===== src/sv/swb_pkg.sv =====
// ----------------------------------------------------------------------------
// swb_pkg
// Shared types and constants of the single-wire bus master.
// ----------------------------------------------------------------------------
package swb_pkg;

  localparam int CFG_NUM = 8;
  localparam int CFG_W   = 10;
  localparam int CFG_AW  = 3;

  localparam int IN_TDATA_W  = 16;
  localparam int OUT_TDATA_W = 16;

  // command codes
  localparam logic [1:0] CMD_TICK  = 2'd0;
  localparam logic [1:0] CMD_RESET = 2'd1;
  localparam logic [1:0] CMD_WRITE = 2'd2;
  localparam logic [1:0] CMD_READ  = 2'd3;

  // register indexes
  localparam logic [CFG_AW-1:0] REG_RST_LOW   = 3'd0;
  localparam logic [CFG_AW-1:0] REG_PRES_WAIT = 3'd1;
  localparam logic [CFG_AW-1:0] REG_RST_TAIL  = 3'd2;
  localparam logic [CFG_AW-1:0] REG_WR1_LOW   = 3'd3;
  localparam logic [CFG_AW-1:0] REG_WR_SLOT   = 3'd4;
  localparam logic [CFG_AW-1:0] REG_RD_LOW    = 3'd5;
  localparam logic [CFG_AW-1:0] REG_RD_SAMPLE = 3'd6;
  localparam logic [CFG_AW-1:0] REG_RD_TAIL   = 3'd7;

  typedef logic [CFG_NUM-1:0][CFG_W-1:0] cfg_arr_t;

  localparam cfg_arr_t CFG_RESET = {
    10'd50, 10'd5, 10'd5, 10'd60, 10'd10, 10'd500, 10'd70, 10'd500
  };

  typedef struct packed {
    logic [1:0] command;
    logic [7:0] tx_byte;
    logic       line_level;
  } item_t;

  typedef struct packed {
    logic       rejected;
    logic       presence_found;
    logic [7:0] rx_byte;
    logic       done_res;
    logic       busy_res;
    logic       drive_low;
  } res_t;

endpackage


===== src/sv/swb_cfg.sv =====
// ----------------------------------------------------------------------------
// swb_cfg
// Timing register file, loaded with default bus timings at reset.
// ----------------------------------------------------------------------------
module swb_cfg (
  input  logic                       clk,
  input  logic                       rst_n,
  input  logic                       cfg_wr_en,
  input  logic [swb_pkg::CFG_AW-1:0] cfg_addr,
  input  logic [swb_pkg::CFG_W-1:0]  cfg_wdata,
  output swb_pkg::cfg_arr_t          cfg_o
);

  swb_pkg::cfg_arr_t cfg_r;

  always_ff @(posedge clk) begin
    if (!rst_n) begin
      cfg_r <= swb_pkg::CFG_RESET;
    end else if (cfg_wr_en) begin
      cfg_r[cfg_addr] <= cfg_wdata;
    end
  end

  assign cfg_o = cfg_r;

endmodule


===== src/sv/swb_seq.sv =====
// ----------------------------------------------------------------------------
// swb_seq
// Bus sequencer: reset/presence, write and read slot timing, one tick per step.
// ----------------------------------------------------------------------------
module swb_seq #(
  parameter int COUNT_WIDTH = 10
) (
  input  logic              clk,
  input  logic              rst_n,
  input  logic              step_en,
  input  swb_pkg::item_t    item,
  input  swb_pkg::cfg_arr_t cfg,
  output swb_pkg::res_t     res
);

  localparam int LW = ((COUNT_WIDTH > swb_pkg::CFG_W) ? COUNT_WIDTH : swb_pkg::CFG_W) + 1;
  localparam logic [LW-1:0] SPAN = LW'(1) << COUNT_WIDTH;

  typedef enum logic [3:0] {
    PH_IDLE, PH_RST_LOW, PH_RST_WAIT, PH_RST_SAMPLE, PH_RST_TAIL,
    PH_WR_LOW, PH_WR_HIGH, PH_RD_LOW, PH_RD_WAIT, PH_RD_SAMPLE, PH_RD_TAIL
  } phase_t;

  phase_t                 phase_r, phase_nxt, ph_start;
  logic [COUNT_WIDTH-1:0] tick_r, tick_nxt, tick_inc;
  logic [2:0]             bit_r, bit_nxt;
  logic [7:0]             shift_r, shift_nxt;
  logic [7:0]             rx_r, rx_nxt;
  logic                   pres_r, pres_nxt;
  logic [swb_pkg::CFG_W-1:0] len_raw;
  logic [LW-1:0]          len_w, len_eff, tick_p1;
  logic                   last, cur_bit, drive, done, rej;

  always_comb begin
    ph_start  = phase_r;
    tick_nxt  = tick_r;
    bit_nxt   = bit_r;
    shift_nxt = shift_r;
    rej = (phase_r != PH_IDLE) && (item.command != swb_pkg::CMD_TICK);
    if (phase_r == PH_IDLE && item.command != swb_pkg::CMD_TICK) begin
      tick_nxt = '0;
      bit_nxt  = '0;
      case (item.command)
        swb_pkg::CMD_RESET: ph_start = PH_RST_LOW;
        swb_pkg::CMD_WRITE: begin
          shift_nxt = item.tx_byte;
          ph_start  = PH_WR_LOW;
        end
        default: begin
          shift_nxt = '0;
          ph_start  = PH_RD_LOW;
        end
      endcase
    end

    cur_bit = shift_nxt[bit_nxt];
    case (ph_start)
      PH_RST_LOW:  len_raw = cfg[swb_pkg::REG_RST_LOW];
      PH_RST_WAIT: len_raw = cfg[swb_pkg::REG_PRES_WAIT];
      PH_RST_TAIL: len_raw = cfg[swb_pkg::REG_RST_TAIL];
      PH_WR_LOW:   len_raw = cur_bit ? cfg[swb_pkg::REG_WR1_LOW] : cfg[swb_pkg::REG_WR_SLOT];
      PH_WR_HIGH: begin
        if (cur_bit && cfg[swb_pkg::REG_WR_SLOT] > cfg[swb_pkg::REG_WR1_LOW])
          len_raw = cfg[swb_pkg::REG_WR_SLOT] - cfg[swb_pkg::REG_WR1_LOW];
        else
          len_raw = swb_pkg::CFG_W'(1);
      end
      PH_RD_LOW:   len_raw = cfg[swb_pkg::REG_RD_LOW];
      PH_RD_WAIT:  len_raw = cfg[swb_pkg::REG_RD_SAMPLE];
      PH_RD_TAIL:  len_raw = cfg[swb_pkg::REG_RD_TAIL];
      default:     len_raw = swb_pkg::CFG_W'(1);
    endcase

    len_w   = (len_raw == '0) ? LW'(1) : LW'(len_raw);
    len_eff = (len_w > SPAN) ? SPAN : len_w;
    tick_p1 = LW'(tick_nxt) + LW'(1);
    last    = tick_p1 >= len_eff;
    tick_inc = last ? '0 : tick_p1[COUNT_WIDTH-1:0];

    phase_nxt = ph_start;
    rx_nxt    = rx_r;
    pres_nxt  = pres_r;
    drive     = 1'b0;
    done      = 1'b0;
    case (ph_start)
      PH_RST_LOW: begin
        drive    = 1'b1;
        tick_nxt = tick_inc;
        if (last) phase_nxt = PH_RST_WAIT;
      end
      PH_RST_WAIT: begin
        tick_nxt = tick_inc;
        if (last) phase_nxt = PH_RST_SAMPLE;
      end
      PH_RST_SAMPLE: begin
        pres_nxt  = ~item.line_level;
        tick_nxt  = '0;
        phase_nxt = PH_RST_TAIL;
      end
      PH_RST_TAIL: begin
        tick_nxt = tick_inc;
        if (last) begin
          phase_nxt = PH_IDLE;
          done      = 1'b1;
        end
      end
      PH_WR_LOW: begin
        drive    = 1'b1;
        tick_nxt = tick_inc;
        if (last) phase_nxt = PH_WR_HIGH;
      end
      PH_WR_HIGH: begin
        tick_nxt = tick_inc;
        if (last) begin
          if (bit_nxt == 3'd7) begin
            bit_nxt   = '0;
            phase_nxt = PH_IDLE;
            done      = 1'b1;
          end else begin
            bit_nxt   = bit_nxt + 3'd1;
            phase_nxt = PH_WR_LOW;
          end
        end
      end
      PH_RD_LOW: begin
        drive    = 1'b1;
        tick_nxt = tick_inc;
        if (last) phase_nxt = PH_RD_WAIT;
      end
      PH_RD_WAIT: begin
        tick_nxt = tick_inc;
        if (last) phase_nxt = PH_RD_SAMPLE;
      end
      PH_RD_SAMPLE: begin
        if (item.line_level) shift_nxt[bit_nxt] = 1'b1;
        tick_nxt  = '0;
        phase_nxt = PH_RD_TAIL;
      end
      PH_RD_TAIL: begin
        tick_nxt = tick_inc;
        if (last) begin
          if (bit_nxt == 3'd7) begin
            bit_nxt   = '0;
            phase_nxt = PH_IDLE;
            rx_nxt    = shift_nxt;
            done      = 1'b1;
          end else begin
            bit_nxt   = bit_nxt + 3'd1;
            phase_nxt = PH_RD_LOW;
          end
        end
      end
      default: begin
        phase_nxt = PH_IDLE;
        tick_nxt  = '0;
      end
    endcase

    res.drive_low      = drive;
    res.busy_res       = (ph_start != PH_IDLE);
    res.done_res       = done;
    res.rx_byte        = rx_nxt;
    res.presence_found = pres_nxt;
    res.rejected       = rej;
  end

  always_ff @(posedge clk) begin
    if (!rst_n) begin
      phase_r <= PH_IDLE;
      tick_r  <= '0;
      bit_r   <= '0;
      shift_r <= '0;
      rx_r    <= '0;
      pres_r  <= 1'b0;
    end else if (step_en) begin
      phase_r <= phase_nxt;
      tick_r  <= tick_nxt;
      bit_r   <= bit_nxt;
      shift_r <= shift_nxt;
      rx_r    <= rx_nxt;
      pres_r  <= pres_nxt;
    end
  end

endmodule


===== src/sv/single_wire_bus_master.sv =====
// ----------------------------------------------------------------------------
// single_wire_bus_master
// One-wire open-drain bus master stepped by one input transfer per tick.
// ----------------------------------------------------------------------------
// Each input transfer is one microsecond tick: it carries an optional command
// (tick only, bus reset with presence detect, write byte, read byte), the byte
// to write and the bus level sampled on that tick. Each input transfer yields
// exactly one output transfer with the pull-low drive for that tick, busy and
// done flags, the last received byte, the presence flag and a rejected flag
// for a command sent while a previous one is still running.
// An item waits in the input register, its result in the output register.
// Throughput is one transfer per cycle while out_tready stays high; the step
// logic between the two registers updates the sequencer at the same edge
// that registers the result. Timing registers are written on the cfg_ port;
// the user must do so only while the block is idle, the block does not
// enforce it. Reset (rst_n low, synchronous) empties both registers, idles
// the sequencer and restores the default timings. When out_tready is low
// the result is held and the input register keeps one more item; in_tready
// drops once both are full, so no transfer is lost.
// ----------------------------------------------------------------------------
module single_wire_bus_master #(
  parameter int COUNT_WIDTH = 10
) (
  input  logic                            clk,
  input  logic                            rst_n,
  input  logic                            in_tvalid,
  output logic                            in_tready,
  // [1:0] command, [9:2] tx_byte, [10] line_level, [15:11] zero
  input  logic [swb_pkg::IN_TDATA_W-1:0]  in_tdata,
  output logic                            out_tvalid,
  input  logic                            out_tready,
  // [0] drive_low, [1] busy_res, [2] done_res, [10:3] rx_byte,
  // [11] presence_found, [12] rejected, [15:13] zero
  output logic [swb_pkg::OUT_TDATA_W-1:0] out_tdata,
  input  logic                            cfg_wr_en,
  input  logic [swb_pkg::CFG_AW-1:0]      cfg_addr,
  input  logic [swb_pkg::CFG_W-1:0]       cfg_wdata
);

  logic              in_v_r, out_v_r, fire;
  swb_pkg::item_t    in_d_r;
  swb_pkg::res_t     out_d_r, res;
  swb_pkg::cfg_arr_t cfg;

  assign fire      = in_v_r && (!out_v_r || out_tready);
  assign in_tready = !in_v_r || fire;

  always_ff @(posedge clk) begin
    if (!rst_n) begin
      in_v_r  <= 1'b0;
      out_v_r <= 1'b0;
    end else begin
      if (in_tready) in_v_r <= in_tvalid;
      if (fire) out_v_r <= 1'b1;
      else if (out_tready) out_v_r <= 1'b0;
    end
  end

  always_ff @(posedge clk) begin
    if (in_tvalid && in_tready) begin
      in_d_r.command    <= in_tdata[1:0];
      in_d_r.tx_byte    <= in_tdata[9:2];
      in_d_r.line_level <= in_tdata[10];
    end
    if (fire) out_d_r <= res;
  end

  swb_cfg u_cfg (
    .clk       (clk),
    .rst_n     (rst_n),
    .cfg_wr_en (cfg_wr_en),
    .cfg_addr  (cfg_addr),
    .cfg_wdata (cfg_wdata),
    .cfg_o     (cfg)
  );

  swb_seq #(
    .COUNT_WIDTH (COUNT_WIDTH)
  ) u_seq (
    .clk     (clk),
    .rst_n   (rst_n),
    .step_en (fire),
    .item    (in_d_r),
    .cfg     (cfg),
    .res     (res)
  );

  assign out_tvalid = out_v_r;
  assign out_tdata  = {3'b000, out_d_r};

endmodule


===== config.mk =====
export PLATFORM = sky130hd
export DESIGN_NAME = single_wire_bus_master
export DESIGN_NICKNAME = d
export VERILOG_FILES = /design/src/sv/swb_pkg.sv /design/src/sv/swb_cfg.sv /design/src/sv/swb_seq.sv /design/src/sv/single_wire_bus_master.sv
export SDC_FILE = /design/constraint.sdc
export NUM_CORES = 1
export LEC_CHECK = 0
export CAP_MARGIN = 40
export CELL_PAD_IN_SITES_DETAIL_PLACEMENT = 0
export CELL_PAD_IN_SITES_GLOBAL_PLACEMENT = 1
export CORE_UTILIZATION = 48
export DETAILED_ROUTE_END_ITERATION = 10
export DONT_BUFFER_PORTS = 1
export PLACE_DENSITY = 0.8
export SLEW_MARGIN = 10
export SYNTH_ARGS = -nofsm -noshare
export SYNTH_HDL_FRONTEND = slang
export SYNTH_SLANG_ARGS = --single-unit

===== constraint.sdc =====
create_clock -name clk -period 5.3 [get_ports clk]
set_input_delay 0.265 -clock clk [delete_from_list [all_inputs] [get_ports clk]]
set_output_delay 0.265 -clock clk [all_outputs]
set_load 0.05 [all_outputs]

# Word-level counts from Yosys, hierarchy flattened

Cells that the tools add are included.

Register bits after elaboration: 140
Input bits: 34
Output and inout bits: 18
Logic and storage cells: 117

$add $sub $neg: 3
Order comparisons: 7
Equality and inequality tests: 13
Mux-type cells: 47
Bitwise logic cells: 2
Reductions and logical operators: 20

Operators by type and width:

| operator                                                    | count |
|---|---|
| bitwise mux 80 bit                                          | 1 |
| one-hot mux 10 bit (8 select lines)                         | 1 |
| two-way mux 10 bit                                          | 7 |
| two-way mux 8 bit                                           | 6 |
| one-hot mux 4 bit (10 select lines)                         | 1 |
| two-way mux 4 bit                                           | 9 |
| demux 10 bit (select 3 bit)                                 | 1 |
| two-way mux 3 bit                                           | 6 |
| equality test 4 x 3 -> 1 bit (second input constant)        | 4 |
| one-hot mux 8 bit (2 select lines)                          | 1 |
| equality test 4 bit (second input constant)                 | 3 |
| adder 10 x 1 -> 11 bit (second input constant)              | 1 |
| greater-or-equal comparator 11 bit                          | 1 |
| greater-than comparator 11 bit (second input constant)      | 1 |
| two-way mux 11 bit                                          | 1 |
| greater-than comparator 10 bit                              | 1 |
| logical NOT 10 bit                                          | 1 |
| subtractor 10 bit                                           | 1 |
| two-way mux 1 bit                                           | 9 |
| equality test 4 x 2 -> 1 bit (second input constant)        | 2 |
| less-than comparator 3 x 4 -> 1 bit (second input constant) | 2 |
| OR 8 bit                                                    | 1 |
| nonzero test 4 bit                                          | 2 |
| OR reduction 8 bit                                          | 1 |
| other kinds (18)                                            | 28 |

# Longest topological paths before layout

Depth in word-level cells: 15
Gate-level depth with buffers: 25
Depth with buffers taken out: 23

# Cells and area by module

A second synthesis with hierarchy kept.

Cells, all modules: 852
Area, all modules: 7762.4 um2

By module, submodules not included:

| module                 | times used | cells an instance | area each (um2) | sequential area each (um2) |
|---|---|---|---|---|
| swb_seq                | 1          | 522               | 3829.9          | 680.7 |
| swb_cfg                | 1          | 293               | 3081.7          | 1601.5 |
| single_wire_bus_master | 1          | 37                | 850.8           | 760.7 |

# Least setup slack after synthesis

OpenSTA, ideal clock, no wires.

Path kind: reg-to-reg
Start: reg in_d_r[9] (netlist bit)
End: reg out_d_r (netlist bit out_tdata[10]) (data pin)
Library setup time: 256 ps
Arrival: 4222 ps
Data required time: 5044 ps
Path slack: 822 ps
Cell stages (with the launch flop): 24
Cell sequence: edfxtp_1 > inv_1 > ha_1 > a21o_1 > o21ai_1 > a2111o_1 > a21oi_4 > buf_6 > mux2_1 > a21oi_1 > nand2_1 > o31ai_1 > ha_1 > nand2b_1 > a21o_1 > a21o_1 > a21o_1 > a31oi_1 > o21ai_1 > and3_1 > clkbuf_1 > buf_2 > nor2_1 > nor2_1

RTL lines:

| what                   | RTL line                     | RTL |
|---|---|---|
| start: declaration     | single_wire_bus_master.sv:41 | `swb_pkg::item_t in_d_r;` |
| end signal: assignment | single_wire_bus_master.sv:65 | `if (fire) out_d_r <= res;` |
| end: declaration       | single_wire_bus_master.sv:42 | `swb_pkg::res_t out_d_r, res;` |

# Worst setup path in the final report

Start: reg u_cfg.cfg_r (netlist bit u_cfg.cfg_o[30])
End: reg u_seq.rx_r[7]

Longest elaborated chain between the ends: 11
Elaborated cells between the ends (all ways): 13

RTL lines:

| what                                    | RTL line       | RTL |
|---|---|---|
| start: declaration                      | swb_cfg.sv:14  | `swb_pkg::cfg_arr_t cfg_r;` |
| start signal: assignment                | swb_cfg.sv:18  | `cfg_r <= swb_pkg::CFG_RESET;` |
| start signal: indexed assignment        | swb_cfg.sv:20  | `cfg_r[cfg_addr] <= cfg_wdata;` |
| greater-than comparator 10 bit          | swb_seq.sv:63  | `if (cur_bit && cfg[swb_pkg::REG_WR_SLOT] > cfg[swb_pkg::REG_WR1_LOW])` |
| logical AND 1 bit                       | swb_seq.sv:63  |  |
| two-way mux 10 bit                      | swb_seq.sv:63  |  |
| one-hot mux 10 bit (8 select lines) (*) | swb_seq.sv:57  | `case (ph_start)` |
| logical NOT 10 bit                      | swb_seq.sv:74  | `len_w = (len_raw == '0) ? LW'(1) : LW'(len_raw);` |
| two-way mux 10 bit (*)                  | swb_seq.sv:74  |  |
| greater-than comparator 11 bit          | swb_seq.sv:75  | `len_eff = (len_w > SPAN) ? SPAN : len_w;` |
| two-way mux 11 bit (*)                  | swb_seq.sv:75  |  |
| greater-or-equal comparator 11 bit (*)  | swb_seq.sv:77  | `last = tick_p1 >= len_eff;` |
| two-way mux 8 bit (*)                   | swb_seq.sv:141 | `if (last) begin` |
| two-way mux 8 bit (*)                   | swb_seq.sv:85  | `case (ph_start)` |
| end signal: assignment                  | swb_seq.sv:180 | `rx_r <= rx_nxt;` |
| end: declaration                        | swb_seq.sv:28  | `logic [7:0] rx_r, rx_nxt;` |

Every way passes the cells marked *; elsewhere a longest branch is shown, timed or not.
A chain may end at the register's enable or synchronous reset.

==> qor.txt <==
post-detailed-route DRC marker count = 10
crit path max fanout = 18
share of post-route cells with drive strength above 1 = 0.07809
result of the run = complete, but fails checks
Slowest-stage cell, CP = fa_1
Post-DP HPWL = 13.19 mm
Avg Synthesized Cell Area = 8.024 um^2
achievable frequency = 0.1984 GHz
post-synthesis instance area = 0.007246 mm^2
maximum vdd ir drop = 230.5 uV
count of maximum capacitance violations = 0
die area = 0.01559 mm^2
Syn. warnings = 0
Critical Path, Cell by Cell = ha_1, inv_1, fa_1, a211oi_2, o211ai_1, nand2_1, o21ai_0, o311ai_1, nor3_4, buf_12, a21oi_1, nand4_1, o31ai_1, ha_1, nand2b_1, a21o_1, a21o_1, a21o_1, a31oi_1, o21ai_1, and3_2, and2_1, o31ai_1
Most Used Layer, Global Route = met2
worst hold-check path type = input pin to flop
I/O pins = 52
capturing element type of the critical path = flop
total power = 2.733 mW
Final Wtd Congestion = 0.8601
Vias = 6542
Sink Count = 140
depth of the most critical reg-to-reg path = 23
Fin Hold WS = 0.01562 ns
placement row count = 44
internal reg-to-reg setup slack = 0.26 ns
Skew-Pair Late Insertion Delay = 0.42 ns
transition time at the pin with the least slew margin = 0.9524 ns
number of violations reported at the end of detailed-routing iteration 0 = 475
share of synthesized flip-flops with an asynchronous set or reset = 0
static leakage = 3.076 nW
number of buffer cells added on primary ports = 0
arrival time of data at the critical path endpoint = 5.37 ns
CP startpoint kind = flop
leading cell types in the layout, fill and taps excluded = nand2_1, dfxtp_1, a21oi_1
GRT Util Overall = 0.2592
number of buffers inserted during clock tree synthesis = 17
Min-Delay Endpoint = u_seq.bit_r[1]$_SDFFE_PN0P_
first-pass GRT wire length = 31.80 mm
number of cells produced by synthesis = 903
CTS tree = done
floorplan core area = 0.01464 mm^2
startpoint of the worst register-to-register path = u_cfg.cfg_o[30]$_SDFFE_PN0P_
# nets final = 972
via-per-instance ratio = 5.910
number of hold violations in the final report = 0
clock tree root driver cell = clkbuf_16
Fin Clk Skew = 0.008396 ns
Starting Density = 0.4948
Post-Route Setup TNS = 0 ns
total length of routed wires = 19.57 mm
Crit Reg-Reg Endpoint = u_seq.rx_r[7]$_SDFFE_PN0P_
number of global-route vias before repair = 6331
Crit Path Category = flop to flop
CP most frequent cell = a21o_1
post-layout minimum cycle time = 5.040 ns
flip-flop and latch count after synthesis = 140
main flop type after synthesis = dfxtp_1
violated checks = DRC
worst slew margin relative to its limit = 0.3627
H-tree level count = 4
residual antenna-violating net count after detailed routing = 0
count of non-filler cells in the finished layout = 1107
Final Setup Violations = 0
first-pass iteration count of the detailed router = 7
Cell Pwr Density = 330.0 mW/mm^2
distinct cell type count of the synthesized netlist = 66
endpoint required time on the critical path = 5.63 ns
Min-Delay Startpoint = rst_n
number of enable-type register cells in the synthesized netlist = 24
sum of overflow across all layers after global routing = 0
most frequent standard cell in the layout excluding fill and tap cells = nand2_1
GRT met1 Usage = 0.3140
fraction of met2 tracks used by global routing = 0.4425
CP max stage delay = 0.44 ns
average detailed-routed wire length per instance = 17.68 um
number of max-slew violations in the final report = 0
share of synthesized area occupied by flip-flops and latches = 0.4200
area growth from synthesis to final layout = 14.32%
DP Cell Count = 1049
height of the chip = 124.9 um
hold path cells = 2
core occupancy in the finished layout = 0.5656
Max Buffers Root-to-Sink = 2
met3 track utilization from global routing = 0.05026
Period Utilization, post-route = 0.9509
clock slew at reported path FFs = 0.06 ns
largest net degree at the start of global routing = 72
die extent in x = 124.9 um
critical path launch point = u_cfg.cfg_o[30]$_SDFFE_PN0P_
antenna violations before repair = 1
-- logic make-up (layout without fill, tap and decap cells) --
family	count (synthesis)	after routing	share of synthesized area
buffers and inverters	86	103	0.05008
other	1	4	0.0005175
DFF	140	140	0.4200
muxes	16	16	0.02417
adders and majority gates	28	28	0.04939
AOI/OAI and AO/OA	228	228	0.1984
xor gates and xnor gates	15	15	0.01813
and+or+nand+nor	389	389	0.2393
-- area by class of cell --
type | instances | area, um^2
sequential | 140 | 3043
tap | 184 | 230.2
multi-input combinational | 679 | 3861
clock buffer | 24 | 535.5
antenna | 1 | 2.502
inverter | 25 | 93.84
clock inverter | 7 | 48.80
timing repair buffer | 47 | 467.9
fill | 1345 | 6361
-- synthesized netlist by cell type (2+ instances only) --
cell type / instances / share of area
o21ai_0: 40 / 0.028
nor2b_1: 10 / 0.0086
nand3_1: 55 / 0.038
xnor2_1: 8 / 0.0097
o22ai_1: 2 / 0.0017
dfxtp_1: 116 / 0.32
nor3b_1: 2 / 0.0021
buf_1: 4 / 0.0021
a221oi_1: 9 / 0.011
a31oi_1: 9 / 0.0078
o31ai_1: 9 / 0.0093
nor3_4: 2 / 0.0045
o32ai_1: 3 / 0.0036
buf_6: 2 / 0.0031
clkbuf_2: 8 / 0.0055
ha_1: 27 / 0.047
nand4_1: 4 / 0.0035
nand2b_1: 13 / 0.011
nor4_1: 4 / 0.0035
or2_2: 3 / 0.0026
and3_1: 4 / 0.0035
xor2_1: 7 / 0.0085
mux2i_1: 13 / 0.018
clkbuf_1: 41 / 0.021
nor2_1: 73 / 0.038
inv_1: 24 / 0.012
a21o_1: 8 / 0.0083
o21bai_1: 2 / 0.0021
o21ai_1: 2 / 0.0014
o21a_1: 3 / 0.0031
and2_1: 9 / 0.0078
buf_2: 3 / 0.0021
a22oi_1: 35 / 0.036
a211oi_1: 3 / 0.0031
a21oi_1: 84 / 0.058
a211oi_2: 2 / 0.0035
nor3_1: 7 / 0.0048
o211ai_1: 4 / 0.0041
nand2_1: 196 / 0.10
buf_4: 3 / 0.0031
edfxtp_1: 24 / 0.099
o2111ai_1: 2 / 0.0024
-- per-stage QoR --
stage | setup WS (ns) | instance area (um^2)
after global routing | -0.02105 | 8283
final | 0.2603 | 8283
after detailed placement | 0.1889 | 7402
after CTS | 0.1848 | 8247
after floorplan | 0.8223 | 7253
after global placement | 0.3439 | 7375
-- power by group --
part / switching (mW) / internal [mW]
sequential: 0.0395 / 1.12
clock: 0.457 / 0.705
combinational: 0.256 / 0.156
-- worst max-delay path by stage --
stage | endpoint | cells past startpoint
finish | u_seq.rx_r[7]$_SDFFE_PN0P_ | 23
floorplan | out_tdata[10]$_DFFE_PP_ | 23
global placement | out_tdata[10]$_DFFE_PP_ | 22
CTS | out_tdata[8]$_DFFE_PP_ | 22
detailed placement | out_tdata[8]$_DFFE_PP_ | 22
global route | u_seq.rx_r[6]$_SDFFE_PN0P_ | 22
-- worst max-delay path: cells and delay by family (launching register included) --
kind,cells,cell delay (ns)
AND/OR/NAND/NOR,6,1.06
adder cells (fa/ha/maj),3,0.93
buffers and inverters,2,0.23
flip-flops,1,0.37
AO/OA/AOI/OAI,12,2.35
-- per-layer routing --
layer | part of all wire | wire, um | vias up
met2 | 0.48 | 9441 | 203
met1 | 0.44 | 8648 | 3124
met4 | 0.027 | 524 | 0
li1 | - | - | 3174
met3 | 0.049 | 958 | 41
met5 | 0 | 0 | -
-- registers in the layout, summed over array words and instances (netlist names) --
signal         flops
u_seq.rx_r         8
u_seq.shift_r      8
u_seq.phase_r      4
in_v_r             1
u_seq.tick_r      10
out_tdata         13
out_tvalid         1
u_seq.bit_r        3
u_cfg.cfg_o       80
in_d_r            11
u_seq.pres_r       1
-- what timing repair did --
| action | in CTS | in global routing |
|---|---|---|
| endpoints found under the hold margin | 109 | 0 |
| hold buffers | 25 | 0 |
| gates resized for setup | 0 | 4 |
| setup endpoints to repair | 0 | 15 |
| setup buffers | 0 | 1 |
Power figures use the tool's default switching activity.
